## src/sv/sns_pkg.sv

```systemverilog
// shared types, constants and register codes of the subband noise suppressor
// used by every module of the block but the generic ram; depends on nothing
package sns_pkg;

    localparam int BANDS_DEF  = 6;
    localparam int CFG_IDX_W  = 3;
    localparam int CFG_DATA_W = 17;
    localparam int LEVEL_W    = 24;
    localparam int POWER_W    = 48;
    localparam int PROB_W     = 17;
    localparam int ACC_W      = 66;
    localparam int DEN_W      = 49;
    localparam int QUOT_W     = 17;

    localparam logic [16:0] UNITY      = 17'd65536;
    localparam logic [16:0] PROB_INIT  = 17'd32768;
    localparam logic [47:0] EPS_POWER  = 48'd70368744;
    localparam logic [ACC_W-1:0] RND   = ACC_W'(32768);

    // register indexes
    localparam logic [CFG_IDX_W-1:0] REG_PEAK_ATTACK   = 3'd0;
    localparam logic [CFG_IDX_W-1:0] REG_PEAK_RELEASE  = 3'd1;
    localparam logic [CFG_IDX_W-1:0] REG_VALLEY_ATTACK = 3'd2;
    localparam logic [CFG_IDX_W-1:0] REG_VALLEY_RISE   = 3'd3;
    localparam logic [CFG_IDX_W-1:0] REG_SPEECH_RATIO  = 3'd4;
    localparam logic [CFG_IDX_W-1:0] REG_PROB_SMOOTH   = 3'd5;
    localparam logic [CFG_IDX_W-1:0] REG_NOISE_FLOOR   = 3'd6;
    localparam logic [CFG_IDX_W-1:0] REG_OVERSUBTRACT  = 3'd7;

    typedef struct packed {
        logic [2:0]         band;
        logic signed [15:0] sample;
    } t_in;

    typedef struct packed {
        logic [2:0]         band_out;
        logic signed [15:0] enhanced_sample;
        logic [16:0]        gain;
        logic               speech_flag;
    } t_out;

    typedef struct packed {
        logic [15:0] peak_attack_coeff;
        logic [15:0] peak_release_coeff;
        logic [15:0] valley_attack_coeff;
        logic [16:0] valley_rise_gain;
        logic [7:0]  speech_ratio;
        logic [15:0] prob_smooth_coeff;
        logic [15:0] noise_floor_coeff;
        logic [15:0] oversubtract_factor;
    } t_cfg;

    // one band's stored state
    typedef struct packed {
        logic [PROB_W-1:0]  prob;
        logic [POWER_W-1:0] noise;
        logic [LEVEL_W-1:0] valley;
        logic [LEVEL_W-1:0] peak;
    } t_entry;

endpackage

```

## src/sv/sns_ram.sv

```systemverilog
// generic single-write, single-read ram with registered read data
// no dependencies
module sns_ram #(
    parameter int WIDTH = 8,
    parameter int DEPTH = 8,
    parameter int AW    = (DEPTH > 1) ? $clog2(DEPTH) : 1
) (
    input  logic             i_clk,
    input  logic             i_we,
    input  logic [AW-1:0]    i_waddr,
    input  logic [WIDTH-1:0] i_wdata,
    input  logic             i_re,
    input  logic [AW-1:0]    i_raddr,
    output logic [WIDTH-1:0] o_rdata
);

    logic [WIDTH-1:0] mem [DEPTH];
    logic [WIDTH-1:0] r_rdata;

    always_ff @(posedge i_clk) begin
        if (i_we) begin
            mem[i_waddr] <= i_wdata;
        end
        if (i_re) begin
            r_rdata <= mem[i_raddr];
        end
    end

    assign o_rdata = r_rdata;

endmodule

```

## src/sv/sns_cfg_regs.sv

```systemverilog
// configuration register file of the noise suppressor
// depends on sns_pkg
module sns_cfg_regs (
    input  logic                             i_clk,
    input  logic                             i_rst_n,
    input  logic                             i_cfg_we,
    input  logic [sns_pkg::CFG_IDX_W-1:0]    i_cfg_idx,
    input  logic [sns_pkg::CFG_DATA_W-1:0]   i_cfg_data,
    output sns_pkg::t_cfg                    o_cfg
);

    sns_pkg::t_cfg r_cfg;

    always_ff @(posedge i_clk) begin
        if (!i_rst_n) begin
            r_cfg.peak_attack_coeff   <= 16'd64185;
            r_cfg.peak_release_coeff  <= 16'd65454;
            r_cfg.valley_attack_coeff <= 16'd65127;
            r_cfg.valley_rise_gain    <= 17'd65577;
            r_cfg.speech_ratio        <= 8'd10;
            r_cfg.prob_smooth_coeff   <= 16'd65127;
            r_cfg.noise_floor_coeff   <= 16'd65516;
            r_cfg.oversubtract_factor <= 16'd26214;
        end else if (i_cfg_we) begin
            case (i_cfg_idx)
                sns_pkg::REG_PEAK_ATTACK:   r_cfg.peak_attack_coeff   <= i_cfg_data[15:0];
                sns_pkg::REG_PEAK_RELEASE:  r_cfg.peak_release_coeff  <= i_cfg_data[15:0];
                sns_pkg::REG_VALLEY_ATTACK: r_cfg.valley_attack_coeff <= i_cfg_data[15:0];
                sns_pkg::REG_VALLEY_RISE:   r_cfg.valley_rise_gain    <= i_cfg_data[16:0];
                sns_pkg::REG_SPEECH_RATIO:  r_cfg.speech_ratio        <= i_cfg_data[7:0];
                sns_pkg::REG_PROB_SMOOTH:   r_cfg.prob_smooth_coeff   <= i_cfg_data[15:0];
                sns_pkg::REG_NOISE_FLOOR:   r_cfg.noise_floor_coeff   <= i_cfg_data[15:0];
                sns_pkg::REG_OVERSUBTRACT:  r_cfg.oversubtract_factor <= i_cfg_data[15:0];
                default: ;
            endcase
        end
    end

    assign o_cfg = r_cfg;

endmodule

```

## src/sv/sns_divider.sv

```systemverilog
// restoring divider for the gain quotient, one quotient bit per cycle
// depends on sns_pkg
module sns_divider (
    input  logic                           i_clk,
    input  logic                           i_rst_n,
    input  logic                           i_start,
    input  logic [sns_pkg::ACC_W-1:0]      i_num,
    input  logic [sns_pkg::DEN_W-1:0]      i_den,
    output logic                           o_done,
    output logic [sns_pkg::QUOT_W-1:0]     o_quot
);

    localparam int CW = $clog2(sns_pkg::QUOT_W);

    logic [sns_pkg::ACC_W-1:0]  r_rem, n_rem;
    logic [sns_pkg::ACC_W-1:0]  r_dsh;
    logic [sns_pkg::QUOT_W-1:0] r_q;
    logic [CW-1:0]              r_cnt;
    logic                       r_busy, r_done;
    logic                       take;

    assign take  = r_rem >= r_dsh;
    assign n_rem = take ? r_rem - r_dsh : r_rem;

    always_ff @(posedge i_clk) begin
        if (!i_rst_n) begin
            r_busy <= 1'b0;
            r_done <= 1'b0;
            r_cnt  <= '0;
        end else begin
            r_done <= 1'b0;
            if (i_start) begin
                r_busy <= 1'b1;
                r_cnt  <= CW'(sns_pkg::QUOT_W - 1);
            end else if (r_busy) begin
                r_cnt <= r_cnt - 1'b1;
                if (r_cnt == '0) begin
                    r_busy <= 1'b0;
                    r_done <= 1'b1;
                end
            end
        end
    end

    always_ff @(posedge i_clk) begin
        if (i_start) begin
            r_rem <= i_num;
            r_dsh <= sns_pkg::ACC_W'({i_den, {(sns_pkg::QUOT_W-1){1'b0}}});
            r_q   <= '0;
        end else if (r_busy) begin
            r_rem <= n_rem;
            r_dsh <= r_dsh >> 1;
            r_q   <= {r_q[sns_pkg::QUOT_W-2:0], take};
        end
    end

    assign o_done = r_done;
    assign o_quot = r_q;

endmodule

```

## src/sv/subband_noise_suppressor_unit.sv

```systemverilog
// subband noise suppressor: per-band peak/valley tracking, mcra noise power
// and oversubtraction gain; depends on sns_pkg, sns_ram, sns_cfg_regs, sns_divider
//
// usage: a word on the input channel carries a band index and a signed q15
// sample; the output channel returns one word per input word, in order, with
// the band index, the gained sample, the q1.16 gain and the speech decision.
// one word is processed at a time. a word for a band in range runs through
// 18 steps of a shared 24x24 multiply-accumulate over the band's state read
// from the state ram, then a bit-serial divider that forms the 17 quotient
// bits of the gain. the first word of a band skips the tracking and noise
// update steps; a zero gain skips the divider. a word whose band is out of
// range passes through unchanged. input ready returns once the result is
// registered; no new word is taken before then. a finished word sits in
// the output register; the block takes the next input word while it waits,
// and holds its own result when the receiver stalls until the register
// frees. synchronous reset clears the control state and marks every band as
// not started; the state ram needs no clearing pass. configuration writes
// are taken on any cycle, intended while idle.
module subband_noise_suppressor_unit #(
    parameter int BANDS = sns_pkg::BANDS_DEF
) (
    input  logic                             i_clk,
    input  logic                             i_rst_n,
    input  logic                             i_in_valid,
    output logic                             o_in_ready,
    input  sns_pkg::t_in                     i_in_data,
    output logic                             o_out_valid,
    input  logic                             i_out_ready,
    output sns_pkg::t_out                    o_out_data,
    input  logic                             i_cfg_we,
    input  logic [sns_pkg::CFG_IDX_W-1:0]    i_cfg_idx,
    input  logic [sns_pkg::CFG_DATA_W-1:0]   i_cfg_data
);

    localparam int AW   = (BANDS > 1) ? $clog2(BANDS) : 1;
    localparam int EW   = $bits(sns_pkg::t_entry);
    localparam int AC   = sns_pkg::ACC_W;

    typedef enum logic [23:0] {
        S_IDLE = 24'h000001, S_RD   = 24'h000002, S_PK1  = 24'h000004,
        S_PK2  = 24'h000008, S_VL1  = 24'h000010, S_VL2  = 24'h000020,
        S_SQP  = 24'h000040, S_SQV  = 24'h000080, S_RV1  = 24'h000100,
        S_RV2  = 24'h000200, S_PR1  = 24'h000400, S_PR2  = 24'h000800,
        S_B1   = 24'h001000, S_B2   = 24'h002000, S_N1   = 24'h004000,
        S_N2   = 24'h008000, S_N3   = 24'h010000, S_N4   = 24'h020000,
        S_SUB1 = 24'h040000, S_SUB2 = 24'h080000, S_DIV0 = 24'h100000,
        S_DIVW = 24'h200000, S_GM   = 24'h400000, S_DONE = 24'h800000
    } t_state;

    t_state r_state;
    sns_pkg::t_cfg   cfg;
    sns_pkg::t_entry rd_entry, wr_entry;

    logic               r_first, r_ge, r_le, r_flag;
    logic [2:0]         r_band;
    logic signed [15:0] r_s;
    logic [23:0]        r_x, r_pk, r_vl;
    logic [47:0]        r_n, r_p, r_v;
    logic [16:0]        r_pr, r_b, r_g;
    logic signed [18:0] r_y;
    logic [AC-1:0]      r_acc, n_acc;
    logic [BANDS-1:0]   r_valid;
    logic               r_out_valid;
    sns_pkg::t_out      r_out;

    logic               accept, in_range, ram_we, div_start, div_done;
    logic [AW-1:0]      in_addr, cur_addr;
    logic [15:0]        mag;
    logic [23:0]        mul_a, mul_b;
    logic [47:0]        prod;
    logic [AC-1:0]      base, addend;
    logic               sh, use_acc;
    logic [47:0]        n_sel, sub;
    logic [48:0]        den;
    logic [AC-1:0]      div_num;
    logic [16:0]        quot;
    logic signed [33:0] gm_prod;
    logic signed [34:0] gm_sum;
    logic [23:0]        vl_rise;

    sns_cfg_regs u_cfg (
        .i_clk      (i_clk),
        .i_rst_n    (i_rst_n),
        .i_cfg_we   (i_cfg_we),
        .i_cfg_idx  (i_cfg_idx),
        .i_cfg_data (i_cfg_data),
        .o_cfg      (cfg)
    );

    assign accept   = i_in_valid && o_in_ready;
    assign in_range = 32'(i_in_data.band) < 32'(BANDS);
    assign in_addr  = AW'(i_in_data.band);
    assign cur_addr = AW'(r_band);
    assign mag      = i_in_data.sample[15] ? 16'(-i_in_data.sample)
                                           : 16'(i_in_data.sample);

    assign wr_entry.prob   = r_pr;
    assign wr_entry.noise  = r_n;
    assign wr_entry.valley = r_vl;
    assign wr_entry.peak   = r_pk;
    assign ram_we          = (r_state == S_DIV0);

    sns_ram #(.WIDTH(EW), .DEPTH(BANDS), .AW(AW)) u_state_ram (
        .i_clk   (i_clk),
        .i_we    (ram_we),
        .i_waddr (cur_addr),
        .i_wdata (wr_entry),
        .i_re    (accept),
        .i_raddr (in_addr),
        .o_rdata (rd_entry)
    );

    assign n_sel   = r_first ? r_p : r_acc[63:16];
    assign sub     = r_acc[63:16];
    assign den     = {1'b0, r_p} + {1'b0, sns_pkg::EPS_POWER};
    assign div_num = AC'({49'(den - {1'b0, sub}), 16'd0}) + AC'(den[48:1]);
    assign div_start = (r_state == S_DIV0) && (den > {1'b0, sub});
    assign vl_rise = (r_acc[47:40] != 8'd0) ? 24'hFFFFFF : r_acc[39:16];

    sns_divider u_div (
        .i_clk   (i_clk),
        .i_rst_n (i_rst_n),
        .i_start (div_start),
        .i_num   (div_num),
        .i_den   (den),
        .o_done  (div_done),
        .o_quot  (quot)
    );

    // operand selection for the shared multiply-accumulate
    always_comb begin
        mul_a   = '0;
        mul_b   = '0;
        sh      = 1'b0;
        use_acc = 1'b0;
        base    = '0;
        case (r_state)
            S_PK1: begin
                mul_a = r_ge ? 24'(cfg.peak_attack_coeff) : 24'(cfg.peak_release_coeff);
                mul_b = r_pk;
                base  = sns_pkg::RND;
            end
            S_PK2: begin
                mul_a   = r_ge ? 24'(sns_pkg::UNITY - 17'(cfg.peak_attack_coeff)) : 24'd0;
                mul_b   = r_x;
                use_acc = 1'b1;
            end
            S_VL1: begin
                mul_a = r_le ? 24'(cfg.valley_attack_coeff) : 24'(cfg.valley_rise_gain);
                mul_b = r_vl;
                base  = sns_pkg::RND;
            end
            S_VL2: begin
                mul_a   = r_le ? 24'(sns_pkg::UNITY - 17'(cfg.valley_attack_coeff)) : 24'd0;
                mul_b   = r_x;
                use_acc = 1'b1;
            end
            S_SQP: begin
                mul_a = r_pk;
                mul_b = r_pk;
            end
            S_SQV: begin
                mul_a = r_vl;
                mul_b = r_vl;
            end
            S_RV1: begin
                mul_a = 24'(cfg.speech_ratio);
                mul_b = r_acc[23:0];
            end
            S_RV2: begin
                mul_a   = 24'(cfg.speech_ratio);
                mul_b   = r_v[47:24];
                sh      = 1'b1;
                use_acc = 1'b1;
            end
            S_PR1: begin
                mul_a = 24'(cfg.prob_smooth_coeff);
                mul_b = 24'(r_pr);
                base  = sns_pkg::RND;
            end
            S_PR2: begin
                mul_a   = r_flag ? 24'(sns_pkg::UNITY - 17'(cfg.prob_smooth_coeff)) : 24'd0;
                mul_b   = 24'(sns_pkg::UNITY);
                use_acc = 1'b1;
            end
            S_B1: begin
                mul_a = 24'(cfg.noise_floor_coeff);
                mul_b = 24'(sns_pkg::UNITY);
                base  = sns_pkg::RND;
            end
            S_B2: begin
                mul_a   = 24'(sns_pkg::UNITY - 17'(cfg.noise_floor_coeff));
                mul_b   = 24'(r_pr);
                use_acc = 1'b0;
                base    = sns_pkg::RND + AC'(48'(cfg.noise_floor_coeff) << 16);
            end
            S_N1: begin
                mul_a = 24'(r_acc[32:16]);
                mul_b = r_n[23:0];
                base  = sns_pkg::RND;
            end
            S_N2: begin
                mul_a   = 24'(r_b);
                mul_b   = r_n[47:24];
                sh      = 1'b1;
                use_acc = 1'b1;
            end
            S_N3: begin
                mul_a   = 24'(sns_pkg::UNITY - r_b);
                mul_b   = r_p[23:0];
                use_acc = 1'b1;
            end
            S_N4: begin
                mul_a   = 24'(sns_pkg::UNITY - r_b);
                mul_b   = r_p[47:24];
                sh      = 1'b1;
                use_acc = 1'b1;
            end
            S_SUB1: begin
                mul_a = 24'(cfg.oversubtract_factor);
                mul_b = n_sel[23:0];
            end
            S_SUB2: begin
                mul_a   = 24'(cfg.oversubtract_factor);
                mul_b   = r_n[47:24];
                sh      = 1'b1;
                use_acc = 1'b1;
            end
            default: ;
        endcase
    end

    assign prod   = mul_a * mul_b;
    assign addend = sh ? AC'({prod, 24'd0}) : AC'(prod);
    assign n_acc  = (use_acc ? r_acc : base) + addend;

    assign gm_prod = $signed({1'b0, r_g}) * r_s;
    assign gm_sum  = 35'(gm_prod) + 35'sd32768;

    always_ff @(posedge i_clk) begin
        if (!i_rst_n) begin
            r_state     <= S_IDLE;
            r_valid     <= '0;
            r_out_valid <= 1'b0;
        end else begin
            if (r_state == S_DONE && (!r_out_valid || i_out_ready)) begin
                r_out_valid <= 1'b1;
            end else if (o_out_valid && i_out_ready) begin
                r_out_valid <= 1'b0;
            end
            case (r_state)
                S_IDLE: begin
                    if (accept) begin
                        r_state <= in_range ? S_RD : S_GM;
                    end
                end
                S_RD:   r_state <= r_first ? S_SQP : S_PK1;
                S_PK1:  r_state <= S_PK2;
                S_PK2:  r_state <= S_VL1;
                S_VL1:  r_state <= S_VL2;
                S_VL2:  r_state <= S_SQP;
                S_SQP:  r_state <= S_SQV;
                S_SQV:  r_state <= r_first ? S_SUB1 : S_RV1;
                S_RV1:  r_state <= S_RV2;
                S_RV2:  r_state <= S_PR1;
                S_PR1:  r_state <= S_PR2;
                S_PR2:  r_state <= S_B1;
                S_B1:   r_state <= S_B2;
                S_B2:   r_state <= S_N1;
                S_N1:   r_state <= S_N2;
                S_N2:   r_state <= S_N3;
                S_N3:   r_state <= S_N4;
                S_N4:   r_state <= S_SUB1;
                S_SUB1: r_state <= S_SUB2;
                S_SUB2: r_state <= S_DIV0;
                S_DIV0: begin
                    r_valid[cur_addr] <= 1'b1;
                    r_state <= div_start ? S_DIVW : S_GM;
                end
                S_DIVW: begin
                    if (div_done) begin
                        r_state <= S_GM;
                    end
                end
                S_GM:   r_state <= S_DONE;
                S_DONE: begin
                    if (!r_out_valid || i_out_ready) begin
                        r_state <= S_IDLE;
                    end
                end
                default: r_state <= S_IDLE;
            endcase
        end
    end

    // datapath registers
    always_ff @(posedge i_clk) begin
        r_acc <= n_acc;
        case (r_state)
            S_IDLE: begin
                r_band  <= i_in_data.band;
                r_s     <= i_in_data.sample;
                r_x     <= {mag, 8'd0};
                r_flag  <= 1'b0;
                r_g     <= sns_pkg::UNITY;
                r_first <= !r_valid[in_addr];
            end
            S_RD: begin
                if (r_first) begin
                    r_pk <= r_x;
                    r_vl <= r_x;
                    r_pr <= sns_pkg::PROB_INIT;
                end else begin
                    r_pk <= rd_entry.peak;
                    r_vl <= rd_entry.valley;
                    r_pr <= rd_entry.prob;
                    r_n  <= rd_entry.noise;
                end
                r_ge <= r_x >= rd_entry.peak;
                r_le <= r_x <= rd_entry.valley;
            end
            S_VL1: r_pk <= r_acc[39:16];
            S_SQP: begin
                if (!r_first) begin
                    r_vl <= r_le ? r_acc[39:16] : vl_rise;
                end
            end
            S_SQV: r_p  <= r_acc[47:0];
            S_RV1: r_v  <= r_acc[47:0];
            S_PR1: r_flag <= r_p > r_acc[55:0];
            S_B1:  r_pr <= r_acc[32:16];
            S_N1:  r_b  <= r_acc[32:16];
            S_SUB1: r_n <= n_sel;
            S_DIV0: begin
                if (!div_start) begin
                    r_g <= '0;
                end
            end
            S_DIVW: begin
                if (div_done) begin
                    r_g <= quot;
                end
            end
            S_GM:  r_y  <= gm_sum[34:16];
            S_DONE: begin
                if (!r_out_valid || i_out_ready) begin
                    r_out.band_out        <= r_band;
                    r_out.enhanced_sample <= (r_y > 19'sd32767) ? 16'sd32767 : r_y[15:0];
                    r_out.gain            <= r_g;
                    r_out.speech_flag     <= r_flag;
                end
            end
            default: ;
        endcase
    end

    assign o_in_ready  = (r_state == S_IDLE);
    assign o_out_valid = r_out_valid;
    assign o_out_data  = r_out;

endmodule

```

## config.mk

```make
export PLATFORM = sky130hd
export DESIGN_NAME = subband_noise_suppressor_unit
export DESIGN_NICKNAME = d
export VERILOG_FILES = /design/src/sv/sns_pkg.sv /design/src/sv/sns_ram.sv /design/src/sv/sns_cfg_regs.sv /design/src/sv/sns_divider.sv /design/src/sv/subband_noise_suppressor_unit.sv
export SDC_FILE = /design/constraint.sdc
export NUM_CORES = 2
export LEC_CHECK = 0
export BUFFER_PORTS_ARGS = -buffer_cell sky130_fd_sc_hd__clkbuf_2
export CORE_AREA = 2 2 485 608
export DETAILED_ROUTE_END_ITERATION = 7
export DIE_AREA = 0 0 487 610
export GPL_ROUTABILITY_DRIVEN = 0
export SLEW_MARGIN = 20
export SYNTH_ARGS = -nofsm -noshare
export SYNTH_HDL_FRONTEND = slang
export SYNTH_SLANG_ARGS = --single-unit
```

## constraint.sdc

```tcl
create_clock -name i_clk -period 21.8 [get_ports i_clk]
set_clock_uncertainty 0.15 [all_clocks]
set_input_delay 4.36 -clock i_clk [delete_from_list [all_inputs] [get_ports i_clk]]
set_output_delay 4.36 -clock i_clk [all_outputs]
set_load 0.02 [all_outputs]
```

==> summary.txt <==
Setup path
  – CP endpoint: r_acc[63]$_DFF_P_
  – WP data arrival: 14,750 ps
  – Critical path type: reg2reg
  – Reg2reg end: r_acc[63]$_DFF_P_
  – Reg-to-Reg Start: r_state[12]$_SDFFE_PN0P_
  – Worst path slowest cell: a211o_1
  – Worst setup EP type: flop
  – Worst setup SP type: flop
  – R2R setup slack: 7600 ps
  – Most used cell, CP: fa_1
  – CP Launch Point: r_state[12]$_SDFFE_PN0P_
  – CP max FO: 25
  – Crit path buf inv count: 3
  – WP data required: 22,350 ps
  – Family with the most delay on the worst path: compound AO/OA/AOI/OAI gates
  – Crit. path cell count: 45
  – Slowest stage delay, CP: 630 ps
  – Worst R2R Path Depth: 45

Clock tree
  – CTS Sinks: 1,475
  – Setup bufs post-CTS: 0
  – CTS tree: yes
  – Clk buf depth: 4
  – Post-CTS Resized: 0
  – Num CTS Buffers: 161
  – Clk_lat worst skew: 850 ps
  – CTS root buf: clkbuf_16
  – H-tree depth: 4
  – Cts hold-fix bufs: 0
  – Clock-pin slew on the worst setup and hold paths: 70 ps

Hold path
  – Class of the worst hold path: reg2reg

Layout
  – Final design area excluding fillers: 111,500 um^2
  – Area growth from synthesis to layout: 9.725%
  – # fillers: 28,100
  – Ratio of cells with drive above 1 in the final layout: 0.07371
  – Final nets: 10,920
  – Area of the multi-input gates: 54,140 um^2
  – Register area: 41,730 um^2
  – Post-layout util: 0.3827

Synth
  – Avg Synthesized Cell Area: 10.54 um^2
  – Synth top area cells: edfxtp_1, fa_1, ha_1
  – Area share of xor/xnor cells in the synthesized design: 0.03232
  – Simple-Gate Fraction of Synth Area: 0.1291
  – Mapped Cells: 9,645
  – Yosys reg bits: 1,475
  – Async SR Flop Fraction: 0
  – Post-synth top area share: 0.3602
  – Largest family of logic cells by synthesized area: adder cells
  – Mux contribution to synthesized area: 0.05214
  – Synth warn: 0
  – Synth Area in Compound Gates: 0.1063
  – Sequential cell area fraction in the yosys report: 0.4107
  – Syn Std Cell Area: 101,600 um^2
  – Largest area contributor in the netlist: edfxtp_1
  – Syn_nets: 10,980
  – Unique masters post-synth: 99
  – Post-synthesis adder-cell area fraction: 0.2099
  – Post-synth EDFFs: 1,219
  – Most used DFF post-synth: edfxtp_1

STA
  – F_max: 70.43 MHz
  – Tightest Pin Transition: 1221 ps
  – Final Hold Fails: 0
  – Final Max Tran Viols: 0
  – Setup ws final: 7601 ps
  – RSZ-0062 raised after global routing: false
  – Tcrit/Tclk final: 0.6513
  – WHS: 298.2 ps
  – Final min period: 14,200 ps
  – Worst slew margin: 0.1857
  – Setup-failing EPs final: 0
  – Post-Route Setup TNS: 0 ps

Routing
  – WL/cell: 25.45 um
  – Total wire length: 344,200 um
  – DRT Pass-1 Iters: 8
  – Antenna Nets Post-Route: 0
  – DR vias: 76,430
  – Remaining DRCs: 67
  – Initial DRC count: 8,891
  – DR vias/cell: 5.652

Placement
  – Post-DP HPWL: 250,500 um
  – Worst slack, placed: 7879 ps
  – Port Buffers: 82
  – Placement Cell Area: 106,500 um^2

Global routing
  – First-pass GRT wire length: 508,300 um
  – Number of antenna violations at the first check in global routing: 22
  – Total gr overflow: 0
  – Largest net degree at the start of global routing: 106
  – Total GRT Usage: 0.2282
  – Vias in the first global route: 77,710

Job
  – Max Cap Viol: 0

Die
  – Starting Density: 0.3488
  – Die Span Y: 610 um
  – Num ports: 83
  – Die Span X: 487 um
  – Cell Rows: 222
  – Full die area: 297,100 um^2
  – Core ar.: 291,400 um^2

Pwr
  – Static Leak: 45.92 nW
  – Power per cell area: 76.98 nW/um^2
  – VDD IR max: 0.2118 mV

Outcome
  – Violated checks: DRC
  – Outcome: complete, but fails checks
worst register-to-register path: cells and delay by family (launching register included):
family	cells	cell delay [ps]
AO/OA/AOI/OAI	20	5650
flip-flops	1	340
buffers and inverters	3	160
AND/OR/NAND/NOR	11	3200
adder cells (fa/ha/maj)	9	4320
XOR/XNOR	2	230
synth_stat cells (69+ instances only):
| library cell | instances |
|---|---|
| mux2i_1 | 265 |
| xor2_1 | 151 |
| inv_1 | 1101 |
| nor2b_1 | 69 |
| nand3_1 | 220 |
| o21ai_0 | 361 |
| nor3_1 | 122 |
| and2_1 | 246 |
| fa_1 | 693 |
| edfxtp_1 | 1219 |
| mux4_2 | 114 |
| clkbuf_1 | 349 |
| buf_2 | 79 |
| a21oi_1 | 577 |
| nand4_1 | 101 |
| nand2b_1 | 79 |
| dfxtp_1 | 256 |
| nand2_1 | 1223 |
| xnor2_1 | 224 |
| nor2_1 | 528 |
| a21o_1 | 185 |
| ha_1 | 596 |
per-layer routing:
metal	vias up	wire length, um	global-route usage
met5	-	118	0
met3	1160	32700	0.04670
met4	20	28090	0.1532
met2	4132	157300	0.3688
met1	37830	126000	0.2742
li1	33290	-	-
layout by cell type, fill, tap and decap left out, types with 163 or more instances in the layout:
master	instances
nand2_1	1220
edfxtp_1	1219
inv_1	1101
fa_1	693
ha_1	596
a21oi_1	575
nor2_1	519
o21ai_0	357
mux2i_1	265
dfxtp_1	255
and2_1	245
xnor2_1	224
nand3_1	218
a21o_1	185
buf_4	167
clkbuf_16	163
worst min-delay path by stage:
stage / from / cells past startpoint / to
3_3_place_gp: r_valid[4]$_SDFFE_PN0P_ / 2 / r_valid[4]$_SDFFE_PN0P_
2_1_floorplan: r_acc[10]$_DFF_P_ / 0 / r_p[10]$_DFFE_PN_
3_5_place_dp: u_cfg.o_cfg[65]$_SDFFE_PN0P_ / 2 / u_cfg.o_cfg[65]$_SDFFE_PN0P_
4_1_cts: r_acc[2]$_DFF_P_ / 0 / r_p[2]$_DFFE_PN_
6_report: r_acc[2]$_DFF_P_ / 0 / r_p[2]$_DFFE_PN_
5_1_grt: r_acc[2]$_DFF_P_ / 0 / r_p[2]$_DFFE_PN_
per-stage QoR:
step	instances	total power, mW
global placement	13230	5.917
detailed placement	13230	5.995
global route	13510	9.117
finish	13520	8.583
floorplan	9645	5.343
CTS	13510	8.649
power breakdown:
group          switching [mW]  total (mW)  leakage (nW)  internal [mW]
Clock                    1.16        2.65          2.42           1.50
Combinational            1.41        2.59          30.4           1.17
Sequential              0.123        3.34          13.1           3.22
registers in the layout (all words and copies together) (netlist names), 6 cells and up:
name / count
o_out_data: 37
r_acc: 64
r_b: 17
r_g: 17
r_n: 48
r_p: 48
r_pk: 24
r_pr: 17
r_s: 16
r_state: 24
r_v: 24
r_valid: 6
r_vl: 24
r_x: 15
r_y: 19
u_cfg.o_cfg: 121
u_div.o_quot: 17
u_div.r_dsh: 65
u_div.r_rem: 66
u_state_ram.mem: 678
u_state_ram.o_rdata: 113
area by class of cell:
type / count / share of cell area
multi-input combinational: 6588 / 0.4855
antenna: 15 / 0.0003366
clock inverter: 69 / 0.005341
tap: 3808 / 0.04273
clock buffer: 209 / 0.03914
inverter: 1109 / 0.03733
sequential: 1475 / 0.3743
timing repair buffer: 250 / 0.01531
logic make-up after synthesis:
logic type,Yosys count
and+or+nand+nor,2836
AOI/OAI and AO/OA,1702
buffers and inverters,1582
DFF,1475
adders and majority gates,1289
muxes,386
xor gates and xnor gates,375
Power figures use the tool's default switching activity.
